<file path="config.mk">
export PLATFORM = sky130hd
export DESIGN_NAME = fifo_block_cache_controller_flat
export DESIGN_NICKNAME = d
export VERILOG_FILES = /design/src/fbcc_pkg.sv /design/src/fbcc_if.sv /design/src/fifo_block_cache_controller.sv /design/src/fbcc_ctrl.sv /design/src/fbcc_dp.sv /design/src/flat_wrapper.sv
export SDC_FILE = /design/constraint.sdc
export NUM_CORES = 1
export LEC_CHECK = 0
export BUFFER_PORTS_ARGS = -buffer_cell sky130_fd_sc_hd__buf_2
export CAP_MARGIN = 20
export CORE_ASPECT_RATIO = 1.4
export CORE_MARGIN = 4
export CORE_UTILIZATION = 35
export DETAILED_ROUTE_END_ITERATION = 16
export SLEW_MARGIN = 0
export SYNTH_ARGS = -nofsm -noshare
export SYNTH_HDL_FRONTEND = slang
export SYNTH_SLANG_ARGS = --single-unit
</file>
<file path="constraint.sdc">
create_clock -name clk -period 3.2 [get_ports clk]
set_input_delay 0 -clock clk [delete_from_list [all_inputs] [get_ports clk]]
set_output_delay 0 -clock clk [all_outputs]
set_load 0.1 [all_outputs]
</file>
<file path="src/fbcc_pkg.sv">
// shared constants, types and helpers of the fifo block cache controller
// no dependencies
`default_nettype none

package fbcc_pkg;

    localparam int ENTRIES   = 4;
    localparam int KEY_BITS  = 20;
    localparam int SLOT_BITS = (ENTRIES > 1) ? $clog2(ENTRIES) : 1;
    localparam int FILL_BITS = $clog2(ENTRIES + 1);
    localparam int SUM_BITS  = SLOT_BITS + 1;
    localparam int CMD_BITS  = 2;

    localparam logic [CMD_BITS-1:0] CMD_READ  = 2'd0;
    localparam logic [CMD_BITS-1:0] CMD_WRITE = 2'd1;
    localparam logic [CMD_BITS-1:0] CMD_FLUSH = 2'd2;

    typedef enum logic [1:0] {
        ST_IDLE,
        ST_ACCESS,
        ST_FLUSH
    } fbcc_state_t;

    typedef struct packed {
        logic capture;
        logic access_go;
        logic flush_step;
        logic flush_emit;
        logic flush_clear;
    } fbcc_cmd_t;

    typedef struct packed {
        logic out_free;
        logic scan_done;
        logic cur_dirty;
    } fbcc_stat_t;

    // ring position: sum is always below twice the entry count
    function automatic logic [SLOT_BITS-1:0] ring_wrap(input logic [SUM_BITS-1:0] sum);
        logic [SUM_BITS-1:0] adj;
        begin
            adj = (sum >= SUM_BITS'(ENTRIES)) ? sum - SUM_BITS'(ENTRIES) : sum;
            ring_wrap = adj[SLOT_BITS-1:0];
        end
    endfunction

endpackage

`default_nettype wire

</file>
<file path="src/fbcc_if.sv">
// request and result channel interfaces with valid/ready handshake
// depends on fbcc_pkg
`default_nettype none

interface fbcc_req_if import fbcc_pkg::*; ();
    logic                valid;
    logic                ready;
    logic [CMD_BITS-1:0] command;
    logic [KEY_BITS-1:0] block_key;

    modport source (output valid, output command, output block_key, input ready);
    modport sink (input valid, input command, input block_key, output ready);
endinterface

interface fbcc_rsp_if import fbcc_pkg::*; ();
    logic                 valid;
    logic                 ready;
    logic                 hit;
    logic [SLOT_BITS-1:0] slot;
    logic                 fill_needed;
    logic                 writeback_needed;
    logic [KEY_BITS-1:0]  writeback_key;
    logic                 last;

    modport source (output valid, output hit, output slot, output fill_needed,
                    output writeback_needed, output writeback_key, output last,
                    input ready);
    modport sink (input valid, input hit, input slot, input fill_needed,
                  input writeback_needed, input writeback_key, input last,
                  output ready);
endinterface

`default_nettype wire

</file>
<file path="src/fifo_block_cache_controller.sv">
// fifo block cache controller: tag and replacement manager, top level
// access: the result is registered from the access state once the result register is free
// requests: no new request is taken until the result of the last one is registered
// flush: one scan position per cycle while no dirty entry waits on a busy result register
// reset: valid and dirty bits, oldest pointer and fill count clear at once
// depends on fbcc_pkg, fbcc_if, fbcc_ctrl, fbcc_dp
`default_nettype none

module fifo_block_cache_controller import fbcc_pkg::*; (
    input  wire logic  clk,
    input  wire logic  rst_n,
    fbcc_req_if.sink   req,
    fbcc_rsp_if.source rsp
);

    fbcc_cmd_t  cmd;
    fbcc_stat_t stat;

    fbcc_ctrl u_ctrl (
        .clk        (clk),
        .rst_n      (rst_n),
        .in_valid   (req.valid),
        .in_command (req.command),
        .in_ready   (req.ready),
        .stat       (stat),
        .cmd        (cmd)
    );

    fbcc_dp u_dp (
        .clk                  (clk),
        .rst_n                (rst_n),
        .cmd                  (cmd),
        .stat                 (stat),
        .in_command           (req.command),
        .in_block_key         (req.block_key),
        .out_valid            (rsp.valid),
        .out_ready            (rsp.ready),
        .out_hit              (rsp.hit),
        .out_slot             (rsp.slot),
        .out_fill_needed      (rsp.fill_needed),
        .out_writeback_needed (rsp.writeback_needed),
        .out_writeback_key    (rsp.writeback_key),
        .out_last             (rsp.last)
    );

endmodule

`default_nettype wire

</file>
<file path="src/fbcc_ctrl.sv">
// controller state machine: request intake, access update and flush scan
// depends on fbcc_pkg
`default_nettype none

module fbcc_ctrl import fbcc_pkg::*; (
    input  wire logic                clk,
    input  wire logic                rst_n,
    input  wire logic                in_valid,
    input  wire logic [CMD_BITS-1:0] in_command,
    output logic                     in_ready,
    input  wire fbcc_stat_t          stat,
    output fbcc_cmd_t                cmd
);

    fbcc_state_t state_reg;
    fbcc_state_t state_next;

    always_ff @(posedge clk or negedge rst_n)
    begin
        if (!rst_n)
        begin
            state_reg <= ST_IDLE;
        end
        else
        begin
            state_reg <= state_next;
        end
    end

    always_comb
    begin
        state_next = state_reg;
        cmd        = '0;
        in_ready   = 1'b0;
        unique case (state_reg)
            ST_IDLE:
            begin
                in_ready = 1'b1;
                if (in_valid)
                begin
                    cmd.capture = 1'b1;
                    unique case (in_command) inside
                        CMD_READ, CMD_WRITE: state_next = ST_ACCESS;
                        CMD_FLUSH:           state_next = ST_FLUSH;
                        default:             state_next = ST_IDLE;
                    endcase
                end
            end
            ST_ACCESS:
            begin
                if (stat.out_free)
                begin
                    cmd.access_go = 1'b1;
                    state_next    = ST_IDLE;
                end
            end
            ST_FLUSH:
            begin
                if (stat.scan_done)
                begin
                    cmd.flush_clear = 1'b1;
                    state_next      = ST_IDLE;
                end
                else if (!stat.cur_dirty)
                begin
                    cmd.flush_step = 1'b1;
                end
                else if (stat.out_free)
                begin
                    cmd.flush_step = 1'b1;
                    cmd.flush_emit = 1'b1;
                end
            end
            default:
            begin
                state_next = ST_IDLE;
            end
        endcase
    end

endmodule

`default_nettype wire

</file>
<file path="src/fbcc_dp.sv">
// datapath: tag store, fifo pointers, flush scan and result register
// depends on fbcc_pkg
`default_nettype none

module fbcc_dp import fbcc_pkg::*; (
    input  wire logic                 clk,
    input  wire logic                 rst_n,
    input  wire fbcc_cmd_t            cmd,
    output fbcc_stat_t                stat,
    input  wire logic [CMD_BITS-1:0]  in_command,
    input  wire logic [KEY_BITS-1:0]  in_block_key,
    output logic                      out_valid,
    input  wire logic                 out_ready,
    output logic                      out_hit,
    output logic [SLOT_BITS-1:0]      out_slot,
    output logic                      out_fill_needed,
    output logic                      out_writeback_needed,
    output logic [KEY_BITS-1:0]       out_writeback_key,
    output logic                      out_last
);

    logic [KEY_BITS-1:0]  entry_key_reg [ENTRIES];
    logic [ENTRIES-1:0]   valid_reg, valid_next;
    logic [ENTRIES-1:0]   dirty_reg, dirty_next;
    logic [SLOT_BITS-1:0] oldest_reg, oldest_next;
    logic [FILL_BITS-1:0] fill_reg, fill_next;
    logic [FILL_BITS-1:0] idx_reg, idx_next;
    logic [FILL_BITS-1:0] remain_reg, remain_next;
    logic [KEY_BITS-1:0]  key_reg;
    logic                 write_reg;
    logic                 out_valid_reg, out_valid_next;

    logic                 hit_any;
    logic [SLOT_BITS-1:0] hit_slot;
    logic                 full;
    logic [SLOT_BITS-1:0] alloc_slot;
    logic [SLOT_BITS-1:0] scan_slot;
    logic [FILL_BITS-1:0] dirty_count;
    logic                 access_wb;
    logic                 load_out;
    logic                 wr_entry;

    // associative lookup
    always_comb
    begin
        hit_any  = 1'b0;
        hit_slot = '0;
        for (int i = 0; i < ENTRIES; i++)
        begin
            if (valid_reg[i] && entry_key_reg[i] == key_reg)
            begin
                hit_any  = 1'b1;
                hit_slot = SLOT_BITS'(i);
            end
        end
    end

    always_comb
    begin
        dirty_count = '0;
        for (int i = 0; i < ENTRIES; i++)
        begin
            dirty_count = dirty_count + FILL_BITS'(valid_reg[i] & dirty_reg[i]);
        end
    end

    assign full       = (fill_reg == FILL_BITS'(ENTRIES));
    assign alloc_slot = full ? oldest_reg
                             : ring_wrap(SUM_BITS'(oldest_reg) + SUM_BITS'(fill_reg));
    assign scan_slot  = ring_wrap(SUM_BITS'(oldest_reg) + SUM_BITS'(idx_reg));
    assign access_wb  = full & valid_reg[alloc_slot] & dirty_reg[alloc_slot];
    assign wr_entry   = cmd.access_go & ~hit_any;
    assign load_out   = cmd.access_go | cmd.flush_emit;

    assign stat.out_free  = ~out_valid_reg | out_ready;
    assign stat.scan_done = (idx_reg == fill_reg);
    assign stat.cur_dirty = valid_reg[scan_slot] & dirty_reg[scan_slot];

    always_comb
    begin
        valid_next     = valid_reg;
        dirty_next     = dirty_reg;
        oldest_next    = oldest_reg;
        fill_next      = fill_reg;
        idx_next       = idx_reg;
        remain_next    = remain_reg;
        out_valid_next = out_valid_reg & ~out_ready;
        if (cmd.capture)
        begin
            idx_next    = '0;
            remain_next = dirty_count;
        end
        if (cmd.access_go)
        begin
            if (hit_any)
            begin
                if (write_reg)
                begin
                    dirty_next[hit_slot] = 1'b1;
                end
            end
            else
            begin
                valid_next[alloc_slot] = 1'b1;
                dirty_next[alloc_slot] = write_reg;
                if (full)
                begin
                    oldest_next = ring_wrap(SUM_BITS'(oldest_reg) + SUM_BITS'(1));
                end
                else
                begin
                    fill_next = fill_reg + FILL_BITS'(1);
                end
            end
        end
        if (cmd.flush_step)
        begin
            idx_next = idx_reg + FILL_BITS'(1);
        end
        if (cmd.flush_emit)
        begin
            remain_next = remain_reg - FILL_BITS'(1);
        end
        if (cmd.flush_clear)
        begin
            valid_next  = '0;
            dirty_next  = '0;
            oldest_next = '0;
            fill_next   = '0;
        end
        if (load_out)
        begin
            out_valid_next = 1'b1;
        end
    end

    always_ff @(posedge clk or negedge rst_n)
    begin
        if (!rst_n)
        begin
            valid_reg     <= '0;
            dirty_reg     <= '0;
            oldest_reg    <= '0;
            fill_reg      <= '0;
            idx_reg       <= '0;
            remain_reg    <= '0;
            out_valid_reg <= 1'b0;
        end
        else
        begin
            valid_reg     <= valid_next;
            dirty_reg     <= dirty_next;
            oldest_reg    <= oldest_next;
            fill_reg      <= fill_next;
            idx_reg       <= idx_next;
            remain_reg    <= remain_next;
            out_valid_reg <= out_valid_next;
        end
    end

    // payload registers
    always_ff @(posedge clk)
    begin
        if (cmd.capture)
        begin
            key_reg   <= in_block_key;
            write_reg <= (in_command == CMD_WRITE);
        end
        if (wr_entry)
        begin
            entry_key_reg[alloc_slot] <= key_reg;
        end
        if (cmd.access_go)
        begin
            out_hit              <= hit_any;
            out_slot             <= hit_any ? hit_slot : alloc_slot;
            out_fill_needed      <= ~hit_any & ~write_reg;
            out_writeback_needed <= ~hit_any & access_wb;
            out_writeback_key    <= (~hit_any & access_wb) ? entry_key_reg[alloc_slot] : '0;
            out_last             <= 1'b1;
        end
        else if (cmd.flush_emit)
        begin
            out_hit              <= 1'b0;
            out_slot             <= scan_slot;
            out_fill_needed      <= 1'b0;
            out_writeback_needed <= 1'b1;
            out_writeback_key    <= entry_key_reg[scan_slot];
            out_last             <= (remain_reg == FILL_BITS'(1));
        end
    end

    assign out_valid = out_valid_reg;

endmodule

`default_nettype wire

</file>
<file path="src/flat_wrapper.sv">
// flat-port wrapper written by rule: the top's interface ports become plain ports
module fifo_block_cache_controller_flat import fbcc_pkg::*;
  (clk, rst_n, req_valid, req_command, req_block_key, req_ready, rsp_valid, rsp_hit, rsp_slot, rsp_fill_needed, rsp_writeback_needed, rsp_writeback_key, rsp_last, rsp_ready);
  fbcc_req_if req_i ();
  fbcc_rsp_if rsp_i ();
  input  wire logic clk;
  input  wire logic rst_n;
  input wire logic [$bits(req_i.valid)-1:0] req_valid;
  input wire logic [$bits(req_i.command)-1:0] req_command;
  input wire logic [$bits(req_i.block_key)-1:0] req_block_key;
  output wire logic [$bits(req_i.ready)-1:0] req_ready;
  output wire logic [$bits(rsp_i.valid)-1:0] rsp_valid;
  output wire logic [$bits(rsp_i.hit)-1:0] rsp_hit;
  output wire logic [$bits(rsp_i.slot)-1:0] rsp_slot;
  output wire logic [$bits(rsp_i.fill_needed)-1:0] rsp_fill_needed;
  output wire logic [$bits(rsp_i.writeback_needed)-1:0] rsp_writeback_needed;
  output wire logic [$bits(rsp_i.writeback_key)-1:0] rsp_writeback_key;
  output wire logic [$bits(rsp_i.last)-1:0] rsp_last;
  input wire logic [$bits(rsp_i.ready)-1:0] rsp_ready;
  assign req_i.valid = req_valid;
  assign req_i.command = req_command;
  assign req_i.block_key = req_block_key;
  assign req_ready = req_i.ready;
  assign rsp_valid = rsp_i.valid;
  assign rsp_hit = rsp_i.hit;
  assign rsp_slot = rsp_i.slot;
  assign rsp_fill_needed = rsp_i.fill_needed;
  assign rsp_writeback_needed = rsp_i.writeback_needed;
  assign rsp_writeback_key = rsp_i.writeback_key;
  assign rsp_last = rsp_i.last;
  assign rsp_i.ready = rsp_ready;
  fifo_block_cache_controller u_core (.clk(clk), .rst_n(rst_n), .req(req_i), .rsp(rsp_i));
endmodule
</file>
==> impl_metrics.env <==
export IMPL_power_density_nw_per_um2=1100
export IMPL_num_nets_final=672
export IMPL_drive_gt1_frac=0.259
export IMPL_cts_tree="yes"
export IMPL_endpoint_kind="register"
export IMPL_cts_buffer_depth=2
export IMPL_postCtsSetupRepairBufs=0
export IMPL_hold_path_class="input port to register"
export IMPL_root_buffer="clkbuf_16"
export IMPL_irDropWorstVdd_mv=0.549
export IMPL_crit_required_ps=3520
export IMPL_synth_area_per_cell_sq_um=14.2
export IMPL_setup_viol=0
export IMPL_via_per_inst=5.39
export IMPL_arrival_ps=3110
export IMPL_fin_crit_ps=2800
export IMPL_rsz0062_at_grt="no"
export IMPL_drv_cap=0
export IMPL_slew_violations=0
export IMPL_largest_reg_flops=80
export IMPL_die_area_sq_um=24300
export IMPL_fp_coreArea_sq_um=21400
export IMPL_finalPower_mw=10.2
export IMPL_route_detailed_drc=0
export IMPL_crit_path_start="u_core.u_dp.key_reg[18]$_DFFE_PP_"
export IMPL_cts_inserted_buffers=17
export IMPL_dp_hpwl_microns=14800
export IMPL_die_h_microns=183
export IMPL_clk_pin_slew_ps=60
export IMPL_diodes=0
export IMPL_ys_ff_latch=149
export IMPL_synth_edff_count=126
export IMPL_cts_resized=0
export IMPL_clock_skew_ps=7.55
export IMPL_tns_ps=0
export IMPL_synth_flop_cell="edfxtp_1"
export IMPL_relSlewSlack=0.648
export IMPL_synth_top_cell_area_share=0.494
export IMPL_first_pass_iters=5
export IMPL_drt_first_iter_violations=395
export IMPL_fin_crit_sh=0.874
export IMPL_synth_largest_area_cell="edfxtp_1"
export IMPL_htreeDepth=4
export IMPL_critPathLaunchType="register"
export IMPL_hold_viol=0
export IMPL_grt_overflow_total=0
export IMPL_clk_latency_ps=430
export IMPL_dr_total_vias=5069
export IMPL_fill_cells=1951
export IMPL_synth_most_common_cell="edfxtp_1"
export IMPL_cp_top_family="simple AND/OR/NAND/NOR gates"
export IMPL_path_buf_inv=2
export IMPL_grt_pass1_vias=5255
export IMPL_synth_distinct_cells=62
export IMPL_async_reset_ff_frac=0.148
export IMPL_drt_wl_total_microns=20900
export IMPL_grt_pass1_wl_microns=32000
export IMPL_p_leak_nw=3.32
export IMPL_port_buffers=53
export IMPL_crit_fanout=14
export IMPL_crit_type="register to register"
export IMPL_synth_common_cells="edfxtp_1, xnor2_1, nand2_1"
export IMPL_synth_area_leaders="edfxtp_1, mux4_2, xnor2_1, dfrtp_1, nand2_1"
export IMPL_tightest_slew_ps=528
export IMPL_die_w_microns=133
export IMPL_ant_nets=0
export IMPL_syn_nets=576
export IMPL_yosys_warnings=0
export IMPL_io_pins=54
export IMPL_grt_usage=0.176
export IMPL_reg2reg_from="u_core.u_dp.key_reg[18]$_DFFE_PP_"
export IMPL_worstHoldStart="req_valid"
export IMPL_fmax_ghz=0.357
export IMPL_path_cells="xnor2_1 > nand4_1 > nor4_1 > nand4_1 > buf_4 > nand3_1 > nor4_4 > buf_4 > o21a_1"
export IMPL_gp_congestion=0.973
export IMPL_r2r_setup_slack_ps=400
export IMPL_start_util=0.359
export IMPL_critPathMaxStageDelay_ps=550
export IMPL_cp_slowest_cell="edfxtp_1"
export IMPL_antenna_found_initial=0
export IMPL_grt_max_degree=23
export IMPL_synthCells=540
export IMPL_ys_seq_area_frac=0.568
export IMPL_wl_per_cell_microns=22.3
export IMPL_num_rows=63
export IMPL_status="finished, final reports clean"
export IMPL_syn_to_final_growth_pct=21.2
export IMPL_cts_sinks=149
export IMPL_synth_area_sq_um=7660
[metal layers]
layer | up-vias | global-route usage | part of all wire | routed length [microns]
met1 | 2602 | 0.203 | 0.38 | 7900
met3 | 48 | 0.0368 | 0.047 | 984
met4 | 0 | 0.0894 | 0.047 | 983
met5 | - | 0 | 0 | 0
met2 | 182 | 0.310 | 0.53 | 11100
li1 | 2237 | - | - | -
[layout by cell type, fill, tap and decap left out, types with 3 or more instances in the layout]
cell type | Yosys | routed
o21a_1 | 4 | 4
clkinvlp_4 | 0 | 4
nor4_1 | 7 | 7
buf_4 | 2 | 20
buf_12 | 0 | 4
mux4_2 | 43 | 43
buf_2 | 6 | 53
xor2_1 | 20 | 20
clkbuf_16 | 0 | 17
o21ai_0 | 24 | 24
inv_1 | 16 | 16
nand3_1 | 11 | 11
dlygate4sd3_1 | 0 | 26
edfxtp_1 | 126 | 126
nand2_1 | 65 | 65
bufinv_16 | 0 | 3
nand3b_1 | 3 | 3
ha_1 | 9 | 9
inv_6 | 0 | 5
nor4b_1 | 3 | 3
o21ai_1 | 3 | 3
a21oi_1 | 7 | 7
dfrtp_1 | 22 | 22
xnor2_1 | 67 | 65
and2_1 | 3 | 3
nand4_1 | 18 | 18
nor2_1 | 9 | 8
mux2i_1 | 7 | 6
and3_1 | 4 | 4
[worst reg2reg max path: cells and delay by family (launching register included)]
kind | cells | cell delay, ps
buf+inv | 2 | 410
simple gates | 5 | 1130
flops | 1 | 550
xor+xnor | 1 | 420
compound gates | 1 | 190
[power breakdown]
group          switching, mW  internal (mW)
logic                   2.99           1.95
clock network          0.833           1.23
registers              0.416           2.73
total                   4.24           5.92
[logic make-up after synthesis]
| family | count (synthesis) | synth area share |
|---|---|---|
| DFF | 149 | 0.568 |
| and+or+nand+nor | 148 | 0.106 |
| xor gates and xnor gates | 88 | 0.103 |
| AOI/OAI and AO/OA | 53 | 0.0438 |
| muxes | 50 | 0.136 |
| buffers and inverters | 42 | 0.0258 |
| adders and majority gates | 10 | 0.0173 |
[layout make-up]
type	instances	area, sq um	area share
clock inverter	13	173	0.0186
timing repair buffer	103	756	0.0814
clock buffer	18	429	0.0462
inverter	16	60.1	0.00647
multi-input combinational	349	3140	0.339
sequential	149	4350	0.469
tap	292	365	0.0394
[final timing paths]
kind | cells after the start | end
max | 9 | u_core.u_dp.valid_reg[2]$_DFFE_PN0P_
min | 4 | u_core.u_ctrl.state_reg[1]$_DFFE_PN0P_
max reg2reg | 9 | u_core.u_dp.valid_reg[2]$_DFFE_PN0P_
min reg2reg | 1 | u_core.u_dp.idx_reg[2]$_DFFE_PN0P_
max in group asynchronous | 2 | u_core.u_dp.fill_reg[2]$_DFFE_PN0P_
min in group asynchronous | 2 | u_core.u_dp.remain_reg[2]$_DFFE_PN0P_
[what timing repair did]
action                     CTS  global route
hold buffers                26             0
hold endpoints to repair    46             0
setup endpoints to repair    0             0
[through the flow]
step / instance area [sq um] / hold WS (ps) / setup slack (ps) / util / instances
final: 9280 / 50.4 / 402 / 0.434 / 940
after global placement: 8420 / -3.23 / 479 / 0.394 / 883
after detailed placement: 8420 / 13.4 / 440 / 0.394 / 883
after CTS: 9280 / 32.7 / 423 / 0.434 / 940
after global routing: 9280 / 66.4 / 293 / 0.434 / 940
after floorplan: 7670 / -296 / 128 / - / 540
No activity file was read; power rests on OpenSTA's default activity.
